`config.mk`:
```
export PLATFORM = sky130hd
export DESIGN_NAME = lmrs_cell
export DESIGN_NICKNAME = d
export VERILOG_FILES = /design/src/lmrs_pkg.sv /design/src/lmrs_cell.sv
export SDC_FILE = /design/constraint.sdc
export NUM_CORES = 1
export LEC_CHECK = 0
export BUFFER_PORTS_ARGS = -buffer_cell sky130_fd_sc_hd__buf_2
export CORE_AREA = 2 2 136 138
export CTS_CLUSTER_SIZE = 12
export DETAILED_ROUTE_END_ITERATION = 6
export DIE_AREA = 0 0 138 140
export SKIP_CTS_REPAIR_TIMING = 1
export SLEW_MARGIN = 20
export SYNTH_ARGS = -nofsm -noshare
export SYNTH_HDL_FRONTEND = slang
export SYNTH_SLANG_ARGS = --single-unit
export TNS_END_PERCENT = 1
```
`constraint.sdc`:
```
create_clock -name i_clk -period 11.7 [get_ports i_clk]
set_clock_uncertainty 0.05 [all_clocks]
set_input_delay 2.34 -clock i_clk [delete_from_list [all_inputs] [get_ports i_clk]]
set_output_delay 2.34 -clock i_clk [all_outputs]
set_load 0.05 [all_outputs]
```
`src/lmrs_pkg.sv`:
```
// Shared types and codes for the match-and-remove event stack.
// No dependencies; every other file imports this package.
`default_nettype none

package lmrs_pkg;

    typedef enum logic {
        OP_INSERT = 1'b0,
        OP_REMOVE = 1'b1
    } t_op;

    typedef enum logic [1:0] {
        ST_DONE     = 2'd0,
        ST_FULL     = 2'd1,
        ST_NO_MATCH = 2'd2
    } t_status;

    localparam int unsigned KEY_BITS     = 32;
    localparam int unsigned HANDLE_FIELD = 16;
    localparam int unsigned COUNT_FIELD  = 7;

    // Controls broadcast from the top level to every cell
    typedef struct packed {
        logic cmp_en;     // latch compare result against the live key
        logic do_insert;  // apply cycle of an insert
        logic do_remove;  // apply cycle of a remove
        logic any_hit;    // some cell matched
    } t_cell_ctl;

endpackage

`default_nettype wire

```
`src/lmrs_cell.sv`:
```
// One stack slot: holds an entry, compares it with the key and shifts down
// from its upper neighbor when an entry at or below it is removed. Uses lmrs_pkg.
`default_nettype none

module lmrs_cell import lmrs_pkg::*; #(
    parameter int unsigned HW = 16
) (
    input  wire logic                i_clk,
    input  wire logic                i_rst_n,
    input  wire t_cell_ctl           i_ctl,
    input  wire logic [KEY_BITS-1:0] i_cmp_offset,
    input  wire logic [KEY_BITS-1:0] i_cmp_size,
    input  wire logic [KEY_BITS-1:0] i_wr_offset,
    input  wire logic [KEY_BITS-1:0] i_wr_size,
    input  wire logic [HW-1:0]       i_wr_handle,
    input  wire logic                i_up_valid,
    input  wire logic [KEY_BITS-1:0] i_up_offset,
    input  wire logic [KEY_BITS-1:0] i_up_size,
    input  wire logic [HW-1:0]       i_up_handle,
    input  wire logic                i_below_valid,
    input  wire logic                i_hit_above,
    output logic                     o_hit_above,
    input  wire logic [HW-1:0]       i_found,
    output logic [HW-1:0]            o_found,
    output logic                     o_valid,
    output logic [KEY_BITS-1:0]      o_offset,
    output logic [KEY_BITS-1:0]      o_size,
    output logic [HW-1:0]            o_handle
);

    logic                r_valid;
    logic                r_match;
    logic [KEY_BITS-1:0] r_offset;
    logic [KEY_BITS-1:0] r_size;
    logic [HW-1:0]       r_handle;

    logic w_sel;
    logic w_shift;
    logic w_write;

    // This cell is the newest match when it hit and nothing above did
    assign w_sel   = r_match && !i_hit_above;
    // Cells at or above the removed slot take their upper neighbor
    assign w_shift = i_ctl.do_remove && i_ctl.any_hit && !i_hit_above;
    assign w_write = i_ctl.do_insert && !r_valid && i_below_valid;

    assign o_hit_above = i_hit_above || r_match;
    assign o_found     = i_found | (w_sel ? r_handle : '0);
    assign o_valid     = r_valid;
    assign o_offset    = r_offset;
    assign o_size      = r_size;
    assign o_handle    = r_handle;

    always_ff @(posedge i_clk) begin
        if (!i_rst_n) begin
            r_valid <= 1'b0;
            r_match <= 1'b0;
        end else begin
            if (i_ctl.cmp_en) begin
                r_match <= r_valid && (r_offset == i_cmp_offset)
                                   && (r_size == i_cmp_size);
            end
            if (w_shift) begin
                r_valid <= i_up_valid;
            end else if (w_write) begin
                r_valid <= 1'b1;
            end
        end
    end

    always_ff @(posedge i_clk) begin
        if (w_shift) begin
            r_offset <= i_up_offset;
            r_size   <= i_up_size;
            r_handle <= i_up_handle;
        end else if (w_write) begin
            r_offset <= i_wr_offset;
            r_size   <= i_wr_size;
            r_handle <= i_wr_handle;
        end
    end

endmodule

`default_nettype wire

```
==> summary.txt <==
Timing
  • Highest achievable clock rate: 0.171 GHz
  • Setup_tns: 0 ns
  • Slew HR: 56.2%
  • RSZ-0062 raised after global routing: false
  • Final hold violations: 0
  • # setup viols final: 0
  • Tmin final: 5.85 ns
  • Min Hold Slack: 0.502 ns
  • Slew Viols, Final: 0
  • Worst-Margin Slew: 0.651 ns
  • Final period utilization: 50.0%

Floorplan
  • # IOs: 347
  • Row count: 49
  • Chip height: 140 um
  • Initial Utilization: 24.4%
  • Die area: 0.0193 sq mm
  • Core area: 0.0178 sq mm
  • Die W: 138 um

Drt
  • Drt wl/cell: 16.1 um
  • DRT Pass-1 Iters: 4
  • Via-to-Cell Ratio: 4.22
  • Drt initial violations: 89
  • # DRC: 0
  • Post-Route WL: 14200 um
  • ANT nets after route: 0
  • DR vias: 3733

Logic synthesis
  • Main combinational cell family by area after synthesis: multiplexers
  • Mux cell area share after synthesis: 20.7%
  • Syn_area_per_cell: 14.4 sq um
  • Adder-cell share of the synthesized area: 0%
  • Netlist cell types: 33
  • Compound-Gate Fraction of Synth Area: 6.04%
  • Mapped Cells: 301
  • Post-Synth Simple-Gate Area: 4.69%
  • Ys flop type: edfxtp_1
  • Top post-synthesis cells by area: edfxtp_1 55%, mux2_2 21%, xnor2_1 8.7%, a21o_1 2.8%, nand4_1 1.4%
  • Async set-reset flop share out of synthesis: 0%
  • Xor/xnor share of the synthesized area: 9.87%
  • Largest area contributor in the netlist: edfxtp_1
  • Synthesis Warnings: 0
  • Top cells by count, synth: 80 x edfxtp_1, 80 x mux2_2, 43 x xnor2_1, 16 x a21o_1, 15 x inv_1
  • Yosys reg bits: 82
  • Synth top area share: 55.3%
  • Post-synth EDFFs: 80
  • Syn_nets: 550
  • Seq/Total Area, Yosys: 56.2%
  • Cell area after synthesis: 0.00435 sq mm

Clock network
  • Clock Tree Buf Depth: 2
  • H-tree levels: 3
  • CTS root buffer: clkbuf_16
  • Clock Sinks: 82
  • Clock slew seen by the registers of the worst setup and hold paths: 0.06 ns
  • CTS tree: done
  • Clock Latency Late Sink: 0.34 ns
  • Cts bufs inserted: 9

Setup path
  • Crit end category: output port
  • Worst path bufs/invs: 2
  • CP max stage delay: 0.52 ns
  • Worst-path maximum fanout: 16
  • Worst-path cell chain: buf_2 > nor2b_2 > a21o_1 > buf_2
  • Required time of the critical path: 9.31 ns
  • Top Family by Delay on Critical Path: simple AND/OR/NAND/NOR gates
  • CP max stage cell: nor2b_2
  • CP startpoint kind: primary input
  • Crit path DAT: 3.46 ns
  • CP Class: primary input to output port
  • Most frequent CP cell: buf_2

GRT
  • Total GRT Usage: 14.4%
  • Initial antenna violation count: 0
  • Most Used Layer, Global Route: met2
  • M2 GR Usage: 25.2%
  • Global-route wire length before repair: 21600 um
  • Met3 usage: 4.03%
  • Grt ovf: 0
  • Largest net degree at the start of global routing: 44
  • Vias in the first global route: 3912
  • Met1 GRT Util: 17.4%

Layout
  • Ratio of cells with drive above 1 in the final layout: 68.8%
  • Layout area overhead: 52.9%
  • Ant diodes: 0
  • Nets: 900
  • Final Instance Area: 0.00665 sq mm

Place
  • Cell Area, Placed: 0.00635 sq mm
  • I/O Buffers: 346
  • Dpl hpwl: 11700 um
  • Placer Congestion: 0.761

Run
  • Max-cap viol count: 0

Status
  • Status: finished clean

Power
  • Max VDD drop: 0.0801 mV
  • Final Total Pwr: 849 uW
  • PwrDens: 128 mW/mm^2
  • Leak pwr: 0.00301 uW

Worst hold path
  • Hold WC Path Type: flip-flop to flip-flop
per-stage QoR:
step | util, % | setup WS [ns] | std cells
floorplan | - | 2.57 | 301
global placement | 35.7 | 5.57 | 869
detailed placement | 35.7 | 5.50 | 869
CTS | 37.4 | 5.50 | 885
global route | 37.4 | 5.73 | 885
finish | 37.4 | 5.85 | 885
kinds of logic after synthesis:
family,count (synthesis)
AO/OA/AOI/OAI,33
XOR/XNOR,49
buffers and inverters,26
flip-flops,82
multiplexers,80
AND/OR/NAND/NOR,31
layout by cell type, fill, tap and decap left out, types with 3 or more instances in the layout:
| cell type | count |
|---|---|
| clkbuf_16 | 9 |
| mux2_2 | 80 |
| xor2_1 | 6 |
| buf_4 | 4 |
| nor2b_1 | 3 |
| buf_2 | 346 |
| a21o_1 | 16 |
| xnor2_1 | 43 |
| o22ai_1 | 4 |
| inv_1 | 15 |
| nand4_1 | 10 |
| edfxtp_1 | 80 |
| nor4_1 | 4 |
cell type report:
| cell class | instances | area, sq um |
|---|---|---|
| fillers | 1847 | 11100 |
| flip-flops and latches | 82 | 2440 |
| multi-input cells | 193 | 1810 |
| repair buffers | 350 | 1760 |
| well taps | 229 | 287 |
| clock buffers | 11 | 233 |
| inverters | 15 | 56.3 |
| clock inverters | 5 | 55.1 |
flip-flops by register name (all words and copies together), names as in the netlist:
register / count
o_valid: 1
o_size: 32
o_offset: 32
r_match: 1
o_handle: 16
power by group:
| group | total [uW] | switching [uW] | leakage, uW | internal, uW |
|---|---|---|---|---|
| logic | 207 | 128 | 0.00210 | 79.2 |
| registers | 363 | 14.2 | 0.000773 | 349 |
| clock network | 279 | 114 | 0.000136 | 165 |
worst min-delay path: cells and delay by family (launching register included):
| family | cells | cell delay (ns) |
|---|---|---|
| DFF | 1 | 0.35 |
| AOI/OAI and AO/OA | 1 | 0.06 |
| and+or+nand+nor | 1 | 0.10 |
per-layer routing:
layer	part of all wire (%)	wire [um]
met5	0	0
met3	6.4	906
met4	1.3	191
met2	52	7360
met1	41	5760
final timing paths:
kind | from | cells past startpoint | slack (ns) | endpoint
worst max-delay path | i_hit_above | 4 | 5.85 | o_found[12]
worst min register to register | r_match | 2 | 0.50 | r_match
worst min-delay path | r_match | 2 | 0.50 | r_match
worst max register to register | o_offset[7] | 5 | 9.95 | r_match
Power figures use the tool's default switching activity.
